<file path="config.mk">
export PLATFORM = sky130hd
export DESIGN_NAME = bitset_maximal_element_filter
export DESIGN_NICKNAME = d
export VERILOG_FILES = /design/src/rtl/core/bmef_pkg.sv /design/src/rtl/core/bmef_store.sv /design/src/rtl/core/bmef_cmp.sv /design/src/rtl/core/bitset_maximal_element_filter.sv
export SDC_FILE = /design/constraint.sdc
export NUM_CORES = 1
export LEC_CHECK = 0
export BUFFER_PORTS_ARGS = -buffer_cell sky130_fd_sc_hd__buf_2
export CAP_MARGIN = 40
export CORE_AREA = 2 2 235 283
export CTS_CLUSTER_SIZE = 24
export DETAILED_ROUTE_END_ITERATION = 8
export DIE_AREA = 0 0 237 285
export GPL_TIMING_DRIVEN = 0
export HOLD_SLACK_MARGIN = 0.15
export PLACE_DENSITY_LB_ADDON = 0.3
export SLEW_MARGIN = 10
export SYNTH_ARGS = -nofsm -noshare
export SYNTH_HDL_FRONTEND = slang
export SYNTH_HIERARCHICAL = 1
export SYNTH_SLANG_ARGS = --single-unit
</file>
<file path="constraint.sdc">
create_clock -name clk_i -period 3.3 [get_ports clk_i]
set_clock_uncertainty 0.2 [all_clocks]
set_input_delay 0.165 -clock clk_i [delete_from_list [all_inputs] [get_ports clk_i]]
set_output_delay 0.165 -clock clk_i [all_outputs]
set_load 0.02 [all_outputs]
</file>
<file path="src/rtl/core/bmef_pkg.sv">
// ----------------------------------------------------------------------------
// bmef_pkg
// Shared types and constants of the bitset maximal element filter.
// ----------------------------------------------------------------------------
package bmef_pkg;

  localparam int POINT_W      = 16;
  localparam int DIMS_DEF     = 16;
  localparam int CAPACITY_DEF = 32;

  typedef struct packed {
    logic [POINT_W-1:0] point;
    logic               set_end;
  } in_item_t;

  typedef struct packed {
    logic [POINT_W-1:0] kept_point;
    logic               final_result;
    logic               overflowed;
  } out_item_t;

  // Result of the shared compare unit
  typedef struct packed {
    logic subset;      // ref point is a strict subset of the candidate
    logic above_last;  // candidate > last survivor found
    logic below_best;  // candidate < best found so far in this scan
  } cmp_res_t;

endpackage

</file>
<file path="src/rtl/core/bmef_store.sv">
// ----------------------------------------------------------------------------
// bmef_store
// Point store: one write port, one read port with registered read data.
// ----------------------------------------------------------------------------
module bmef_store #(
  parameter int DEPTH = bmef_pkg::CAPACITY_DEF,
  parameter int AW    = $clog2(DEPTH)
) (
  input  logic                        clk_i,
  input  logic                        we_i,
  input  logic [AW-1:0]               waddr_i,
  input  logic [bmef_pkg::POINT_W-1:0] wdata_i,
  input  logic [AW-1:0]               raddr_i,
  output logic [bmef_pkg::POINT_W-1:0] rdata_o
);
  import bmef_pkg::*;

  logic [POINT_W-1:0] mem [DEPTH];
  logic [POINT_W-1:0] rdata_q;

  always_ff @(posedge clk_i) begin
    if (we_i) begin
      mem[waddr_i] <= wdata_i;
    end
  end

  always_ff @(posedge clk_i) begin
    rdata_q <= mem[raddr_i];
  end

  assign rdata_o = rdata_q;

endmodule

</file>
<file path="src/rtl/core/bmef_cmp.sv">
// ----------------------------------------------------------------------------
// bmef_cmp
// Shared compare unit: subset test for the dominance pass, ordering tests
// for the ascending emit scan.
// ----------------------------------------------------------------------------
module bmef_cmp (
  input  logic [bmef_pkg::POINT_W-1:0] ref_i,
  input  logic [bmef_pkg::POINT_W-1:0] cand_i,
  input  logic [bmef_pkg::POINT_W-1:0] last_i,
  input  logic [bmef_pkg::POINT_W-1:0] best_i,
  output bmef_pkg::cmp_res_t           res_o
);
  import bmef_pkg::*;

  always_comb begin
    res_o.subset     = ((ref_i & ~cand_i) == '0) && (ref_i != cand_i);
    res_o.above_last = cand_i > last_i;
    res_o.below_best = cand_i < best_i;
  end

endmodule

</file>
<file path="src/rtl/core/bitset_maximal_element_filter.sv">
// Flow: points load one per cycle until the marked point. Then the dominance
// pass compares each stored point with the store until a strict superset or
// the end, and each of the S distinct survivors costs one scan of the store
// (plus one final scan) and one output. Throughput is set by the single store
// read port. Input stalls from the marked point until the last result is taken.
// Reset: async, clears count, overflow flag, survivor marks and handshakes.
// ----------------------------------------------------------------------------
// bitset_maximal_element_filter
// Loads a set of bit vectors, drops strict subsets and duplicates, and
// emits the maximal points in ascending order.
// ----------------------------------------------------------------------------
module bitset_maximal_element_filter #(
  parameter int DIMS     = bmef_pkg::DIMS_DEF,
  parameter int CAPACITY = bmef_pkg::CAPACITY_DEF
) (
  input  logic                clk_i,
  input  logic                rst_ni,
  input  logic                in_valid_i,
  output logic                in_stall_o,
  input  bmef_pkg::in_item_t  in_item_i,
  output logic                out_valid_o,
  input  logic                out_stall_i,
  output bmef_pkg::out_item_t out_item_o
);
  import bmef_pkg::*;

  localparam int IDX_W    = $clog2(CAPACITY);
  localparam int CNT_W    = $clog2(CAPACITY + 1);
  localparam int MASK_BITS = (DIMS >= POINT_W) ? POINT_W : DIMS;
  localparam logic [POINT_W-1:0] DimMask = {POINT_W{1'b1}} >> (POINT_W - MASK_BITS);

  localparam logic [2:0] S_LOAD = 3'd0;
  localparam logic [2:0] S_ARD  = 3'd1;
  localparam logic [2:0] S_AGET = 3'd2;
  localparam logic [2:0] S_BRD  = 3'd3;
  localparam logic [2:0] S_BCMP = 3'd4;
  localparam logic [2:0] S_ERD  = 3'd5;
  localparam logic [2:0] S_ECMP = 3'd6;
  localparam logic [2:0] S_OUT  = 3'd7;

  logic [2:0]          state_q, state_d;
  logic [CNT_W-1:0]    cnt_q, cnt_d;
  logic                ovf_q, ovf_d;
  logic [IDX_W-1:0]    i_q, i_d;
  logic [IDX_W-1:0]    j_q, j_d;
  logic [CAPACITY-1:0] dom_q, dom_d;
  logic                have_q, have_d;
  logic                found_q, found_d;
  logic                out_valid_q, out_valid_d;
  logic [POINT_W-1:0]  a_q, a_d;
  logic [POINT_W-1:0]  best_q, best_d;
  logic [POINT_W-1:0]  last_q, last_d;
  out_item_t           out_q, out_d;

  logic               in_acc;
  logic               room;
  logic [IDX_W-1:0]   raddr;
  logic [POINT_W-1:0] rdata;
  logic [CNT_W-1:0]   cnt_last;
  logic               i_end, j_end;
  logic               take, nf;
  logic [POINT_W-1:0] nb;
  cmp_res_t           cmp;

  assign in_stall_o = (state_q != S_LOAD);
  assign in_acc     = in_valid_i && !in_stall_o;
  assign room       = cnt_q < CNT_W'(CAPACITY);
  assign cnt_last   = cnt_q - CNT_W'(1);
  assign i_end      = CNT_W'(i_q) == cnt_last;
  assign j_end      = CNT_W'(j_q) == cnt_last;

  assign raddr = (state_q == S_BRD) ? j_q : i_q;

  bmef_store #(
    .DEPTH (CAPACITY),
    .AW    (IDX_W)
  ) u_store (
    .clk_i   (clk_i),
    .we_i    (in_acc && room),
    .waddr_i (cnt_q[IDX_W-1:0]),
    .wdata_i (in_item_i.point & DimMask),
    .raddr_i (raddr),
    .rdata_o (rdata)
  );

  bmef_cmp u_cmp (
    .ref_i  (a_q),
    .cand_i (rdata),
    .last_i (last_q),
    .best_i (best_q),
    .res_o  (cmp)
  );

  // candidate qualifies: not dominated, above last survivor found (if any), below current best (if any)
  assign take = !dom_q[i_q] && (!have_q || cmp.above_last) && (!found_q || cmp.below_best);
  assign nf   = found_q || take;
  assign nb   = take ? rdata : best_q;

  always_comb begin
    state_d     = state_q;
    cnt_d       = cnt_q;
    ovf_d       = ovf_q;
    i_d         = i_q;
    j_d         = j_q;
    dom_d       = dom_q;
    have_d      = have_q;
    found_d     = found_q;
    out_valid_d = out_valid_q;
    a_d         = a_q;
    best_d      = best_q;
    last_d      = last_q;
    out_d       = out_q;

    unique case (state_q)
      S_LOAD: begin
        if (in_acc) begin
          if (room) begin
            cnt_d = cnt_q + CNT_W'(1);
          end else begin
            ovf_d = 1'b1;
          end
          if (in_item_i.set_end) begin
            i_d     = '0;
            dom_d   = '0;
            state_d = S_ARD;
          end
        end
      end
      S_ARD: begin
        state_d = S_AGET;
      end
      S_AGET: begin
        a_d     = rdata;
        j_d     = '0;
        state_d = S_BRD;
      end
      S_BRD: begin
        state_d = S_BCMP;
      end
      S_BCMP: begin
        if (cmp.subset || j_end) begin
          if (cmp.subset) begin
            dom_d[i_q] = 1'b1;
          end
          if (i_end) begin
            i_d     = '0;
            have_d  = 1'b0;
            found_d = 1'b0;
            state_d = S_ERD;
          end else begin
            i_d     = i_q + IDX_W'(1);
            state_d = S_ARD;
          end
        end else begin
          j_d     = j_q + IDX_W'(1);
          state_d = S_BRD;
        end
      end
      S_ERD: begin
        state_d = S_ECMP;
      end
      S_ECMP: begin
        if (!i_end) begin
          found_d = nf;
          best_d  = nb;
          i_d     = i_q + IDX_W'(1);
          state_d = S_ERD;
        end else if (nf && !have_q) begin
          // first survivor found; hold it until the next one is known
          last_d  = nb;
          have_d  = 1'b1;
          found_d = 1'b0;
          i_d     = '0;
          state_d = S_ERD;
        end else begin
          out_d.kept_point   = last_q;
          out_d.final_result = !nf;
          out_d.overflowed   = ovf_q;
          out_valid_d        = 1'b1;
          last_d             = nb;
          state_d            = S_OUT;
        end
      end
      S_OUT: begin
        if (!out_stall_i) begin
          out_valid_d = 1'b0;
          if (out_q.final_result) begin
            cnt_d   = '0;
            ovf_d   = 1'b0;
            have_d  = 1'b0;
            state_d = S_LOAD;
          end else begin
            i_d     = '0;
            found_d = 1'b0;
            state_d = S_ERD;
          end
        end
      end
      default: begin
        state_d = S_LOAD;
      end
    endcase
  end

  always_ff @(posedge clk_i or negedge rst_ni) begin
    if (!rst_ni) begin
      state_q     <= S_LOAD;
      cnt_q       <= '0;
      ovf_q       <= 1'b0;
      i_q         <= '0;
      j_q         <= '0;
      dom_q       <= '0;
      have_q      <= 1'b0;
      found_q     <= 1'b0;
      out_valid_q <= 1'b0;
    end else begin
      state_q     <= state_d;
      cnt_q       <= cnt_d;
      ovf_q       <= ovf_d;
      i_q         <= i_d;
      j_q         <= j_d;
      dom_q       <= dom_d;
      have_q      <= have_d;
      found_q     <= found_d;
      out_valid_q <= out_valid_d;
    end
  end

  always_ff @(posedge clk_i) begin
    a_q    <= a_d;
    best_q <= best_d;
    last_q <= last_d;
    out_q  <= out_d;
  end

  assign out_valid_o = out_valid_q;
  assign out_item_o  = out_q;

`ifndef ASSERT_OFF
  a_out_in_out_state: assert property (@(posedge clk_i) disable iff (!rst_ni)
    out_valid_q |-> state_q == S_OUT)
    else $error("result valid outside output state");

  a_ovf_on_full: assert property (@(posedge clk_i) disable iff (!rst_ni)
    (in_acc && !room) |=> ovf_q)
    else $error("overflow not flagged on full store");

  a_cnt_nonzero: assert property (@(posedge clk_i) disable iff (!rst_ni)
    (state_q != S_LOAD) |-> cnt_q != '0)
    else $error("filter running on empty store");
`endif

endmodule
</file>
# Word level (Yosys, flattened, before mapping)
# Memories as Yosys holds them, arrays and structs flattened. A register that Yosys moved wholly into a read port is not among the register bits.
# Cells that the tools add are included.
[word_totals]
memories = 1
ram_bits = 512
elab_cells = 149
register_bits = 121
[mem_list]
columns = ["name", "depth", "word_bits", "read_ports", "rd_clocked_by_memory_dff", "write_ports", "line", "source"]
rows = [
  ["u_store.mem", 32, 16, 1, 1, 1, "bmef_store.sv:18", "logic [POINT_W-1:0] mem [DEPTH];"],
]
[op_classes]
add_sub_neg = 4
bitwise_logic = 5
n_lt_le_gt_ge = 5
reduce_logical = 37
eq_ne = 25
muxes = 57
[ops]
columns = ["op", "n"]
rows = [
  ["$mux W32", 4],
  ["$pmux W32 S2", 1],
  ["$mux W5", 10],
  ["$or A32 B32 Y32", 1],
  ["$ne A2 B2 Y1 const B", 14],
  ["$mux W6", 4],
  ["$pmux W3 S8", 1],
  ["$pmux W5 S4", 1],
  ["$mux W1", 19],
  ["$mux W3", 6],
  ["$and A16 B16 Y16", 1],
  ["$gt A16 B16 Y1", 1],
  ["$logic_not A16 Y1", 1],
  ["$lt A16 B16 Y1", 1],
  ["$mux W16", 1],
  ["$ne A16 B16 Y1", 1],
  ["$not A16 Y16", 1],
  ["$reduce_and A5 Y1", 3],
  ["$reduce_and A7 Y1", 2],
  ["$eq A3 B3 Y1 const B", 4],
  ["$eq A5 B6 Y1", 2],
  ["$pmux W6 S2", 1],
  ["$add A5 B1 Y5 const B", 2],
  ["$pmux W5 S2", 1],
  ["25 further kinds", 50],
]

# Depth between registers and ports, before layout
[depth]
ltp_word = 10
ltp_mapped = 13
mapped_depth_nobuf = 12

# Modules after synthesis
# Netlist, hierarchy kept.
[modules_own_cells]
columns = ["module", "cells_each", "n_inst", "seq_area_each_um2", "area_each_um2"]
rows = [
  ["bmef_store", 1143, 1, 15695.1, 20534.7],
  ["bitset_maximal_element_filter", 418, 1, 3358.2, 5373.9],
  ["bmef_cmp", 150, 1, 0.0, 1101.1],
]

# Worst setup path after synthesis
# No wires, ideal clock.
[synth_timing]
path_type = "flip-flop to flip-flop"
start = "reg state_q[2]"
end = "mem u_store.mem[20][0], enable pin"
slack_ns = -0.239
arrival_time_ns = 2.950
path_buffers = 3
path_stages_with_launch = 9
setup_time_ns = 0.388
cell_sequence = "dfrtp_1 > clkbuf_1 > inv_1 > clkbuf_1 > nand2_1 > nor3b_1 > or3b_2 > clkbuf_1 > nor2_1"
[synth_between]
elab_chain_cells = 6
[synth_rtl]
columns = ["item", "line", "source"]
rows = [
  ["from (decl)", "bitset_maximal_element_filter.sv:41", "logic [2:0] state_q, state_d;"],
  ["from (signal assigned)", "bitset_maximal_element_filter.sv:217", "state_q <= state_d;"],
  ["$reduce_bool A3 Y1", "bitset_maximal_element_filter.sv:65", "assign in_stall_o = (state_q != S_LOAD);"],
  ["net in_stall_o", "bitset_maximal_element_filter.sv:19", "output logic in_stall_o,"],
  ["$logic_not A1 Y1", "bitset_maximal_element_filter.sv:66", "assign in_acc = in_valid_i && !in_stall_o;"],
  ["$logic_and A1 B1 Y1", "bitset_maximal_element_filter.sv:66", ""],
  ["$logic_and A1 B1 Y1", "bitset_maximal_element_filter.sv:79", ".we_i (in_acc && room),"],
  ["$mux W1", "bmef_store.sv:22", "if (we_i) begin"],
  ["$mux W1 (implied by the code)", "bmef_store.sv:23", "mem[waddr_i] <= wdata_i;"],
  ["to (decl)", "bmef_store.sv:18", ""],
]
# The timed path passes the listed nets, and every way through them passes these cells.

# Worst setup path in the final report
[layout_timing]
start = "reg i_q[2]"
end = "reg u_store.rdata_q[4] (netlist: u_store/rdata_o[4]), read port of u_store.mem"
[layout_between]
elab_chain_cells = 1
[layout_rtl]
columns = ["item", "line", "source"]
rows = [
  ["from (decl)", "bitset_maximal_element_filter.sv:44", "logic [IDX_W-1:0] i_q, i_d;"],
  ["from (signal assigned)", "bitset_maximal_element_filter.sv:220", "i_q <= i_d;"],
  ["$mux W5", "bitset_maximal_element_filter.sv:72", "assign raddr = (state_q == S_BRD) ? j_q : i_q;"],
  ["net raddr[2]", "bitset_maximal_element_filter.sv:57", "logic [IDX_W-1:0] raddr;"],
  ["to (decl)", "bmef_store.sv:19", "logic [POINT_W-1:0] rdata_q;"],
]
# The timed path passes the listed nets, and every way through them passes these cells.
# A chain may end at the register's enable or synchronous reset.

==> reports/metrics.yaml <==
outcome:
  outcome: "complete, no violations"
sta:
  fin_crit_sh_pct: 97.57
  hold_viol_final: 0
  slew_violations: 0
  worst_pin_slew_ns: 0.7687
  min_period_ns: 3.220
  worst_slack_ns: 0.08025
  setup_violations: 0
  grt_setup_unrepaired: "yes"
  slew_headroom_pct: 48.76
  fmax_ghz: 0.3106
placement:
  gp_congestion: 0.8245
  place_inst: 2623
  pre_cts_slack_ns: -0.9143
  placed_cell_area_um2: 28790
  dp_hpwl_um: 42230
  port_buffers: 40
critical_path:
  cp_max_fo: 10
  crit_required_ns: 3.54
  critPathLaunchType: "flip-flop"
  cp-end-kind: "flip-flop"
  r2r_slack_ns: 0.08
  crit_type: "flip-flop to flip-flop"
  worst_ep_arrival_time_ns: 3.46
pwr:
  ir_drop_v: 0.0004443
  pwr-share-comb_pct: 34.5
  seqPwrFrac_pct: 38.3
  p_sw_share_pct: 34.11
  power_density_nw_per_um2: 836.3
  power.share.clock_pct: 27.2
  p_int_mw: 17.41
  p_switching_mw: 9.016
  p_leak_nw: 11.09
hold_path:
  hold_class: "flip-flop to flip-flop"
grt:
  grt_max_degree: 39
  antenna_found_initial: 1
  overflow: 0
  grt_first_pass_wirelength_um: 95980
  grtUsageTotal_pct: 19.08
  first_global_vias: 15528
finish:
  fin_area_um2: 31600
  drive_gt1_share_pct: 18.80
  final_nets: 1972
  diodes: 0
  final_util_pct: 48.56
  area_delta_synth_final_pct: 17.01
  fillCellCount: 5410
  stdcell_count: 2787
  multiInputGateArea_um2: 7401
  seq_area_um2: 19060
synthesis:
  ys_seq_area_share_pct: 70.54
  syn_area_um2: 27010
  synth.area.top_cells: "edfxtp_1, mux2i_1, dfrtp_1"
  synthArstFlopShare_pct: 8.475
  yosys.area.top_type: "edfxtp_1"
  syn_inst: 1711
  yosysUniqueCellTypes: 70
  yosys_most_used_dff: "edfxtp_1"
  yosys_warnings: 6
  yosys.area.top_type_share_pct: 64.26
  synthesis.nets: 1786
  synth.most_common_cell: "edfxtp_1"
  synth_seq_cells: 649
  avgSynthCellArea_um2: 15.79
  synth_edf_count: 578
  synth_common_cells: "edfxtp_1, mux2i_1, nor2_1"
detailed_routing:
  routed_via_density: 5.523
  wirelength_um: 64170
  drtIter0Drc: 1375
  vias: 15393
  drc: 0
  antenna_left: 0
  wire_per_inst_um: 23.02
  drtPass1Iterations: 5
floorplanning:
  die_area_um2: 67550
  start_util_pct: 41.50
  row_count: 103
  pin_count: 41
  dieHeight_um: 285
  core-area_um2: 65080
  die_w_um: 237
cts:
  tritoncts: "built"
  cts_num_sinks: 649
  clock_path_buffers: 3
  clk_pin_slew_ns: 0.06
  cts_buffers: 66
  htreeDepth: 3
  root_buffer: "clkbuf_16"
  clock_latency_ns: 0.61
run:
  drv_cap: 0
-- timing repair --
| item | in CTS | in global routing |
|---|---|---|
| setup endpoints to repair | 573 | 77 |
| endpoints found under the hold margin | 617 | 0 |
| gates resized for setup | 37 | 28 |
| cloned | 2 | 0 |
| pin swaps | 13 | 7 |
| hold buffers | 24 | 0 |
| buffers inserted | 21 | 5 |
-- cells in the final DEF (no fill, tap or decap), types with 30 or more instances in the layout --
cell and n:
dfrtp_1 55, edfxtp_1 578, clkbuf_1 31, nand2_1 58, buf_8 30, buf_4 41
clkbuf_16 68, a22oi_1 64, buf_2 57, a21oi_1 66, nor2_1 57, inv_1 58
mux2i_1 261, a22o_1 32, a31oi_1 30, ha_1 51, nand3_1 43
-- through the flow --
step	total power, mW	hold WS [ns]	setup TNS (ns)
finish	26.43	0.2513	0
global route	27.62	0.2632	-0.1626
CTS	26.31	0.2525	0
detailed placement	19.06	-0.04681	-342.29
global placement	18.86	0.2356	-652.25
floorplan	16.18	-0.3306	-30.11
-- critical path: stages, from the launching register on --
cell and delay [ns]:
dfrtp_1 0.32, clkbuf_1 0.38, clkbuf_2 0.34, mux2_2 0.30, and2_1 0.15, buf_4 0.19, clkbuf_1 0.43, a21oi_1 0.14
a31oi_1 0.43, nand3_1 0.17
-- cell type report --
cell class                      count  share of cell area, %
Inverter                           61                 0.7324
Timing Repair Buffer              121                  3.615
Clock buffer                       82                  5.582
Tap cell                          840                  3.326
Clock inverter                     36                 0.9502
Buffer                             87                  2.079
Sequential cell                   649                  60.30
Multi-Input combinational cell    911                  23.42
-- worst paths after layout --
| check | from | to | cells past startpoint |
|---|---|---|---|
| min in group asynchronous | rst_ni | ovf_q | 4 |
| max reg2reg | i_q[2] | u_store/rdata_o[4] | 9 |
| max | i_q[2] | u_store/rdata_o[4] | 9 |
| max in group asynchronous | rst_ni | cnt_q[0] | 5 |
| min | last_q[13] | out_item_o[15] | 0 |
| min reg2reg | last_q[13] | out_item_o[15] | 0 |
-- metal layers --
metal	routed length, µm	GRT usage, %
met1	25870	23.80
met2	32640	32.78
met3	2916	2.430
met4	2744	9.557
met5	0	0
-- cells by family after synthesis --
logic type	synth area share [%]
AO/OA/AOI/OAI	6.268
multiplexers	11.34
adder cells (fa/ha/maj)	2.502
buffers and inverters	3.275
XOR/XNOR	0.5374
flip-flops	70.54
AND/OR/NAND/NOR	5.536
-- power by group through the flow --
stage / Combinational [mW] / Clock (mW) / Sequential (mW)
2_1_floorplan: 6.10 / 0 / 10.1
3_3_place_gp: 8.62 / 0 / 10.2
3_5_place_dp: 8.81 / 0 / 10.3
4_1_cts: 8.84 / 7.35 / 10.1
5_1_grt: 9.75 / 7.68 / 10.2
6_report: 9.12 / 7.19 / 10.1
-- registers in the layout, indices dropped and copies added (netlist names), 5 cells and up --
name,count
u_store/mem,512
cnt_q,6
a_q,16
last_q,16
u_store/rdata_o,16
out_item_o,18
dom_q,32
best_q,16
j_q,5
i_q,5
Note: power is estimated with default switching activity, not from simulation.
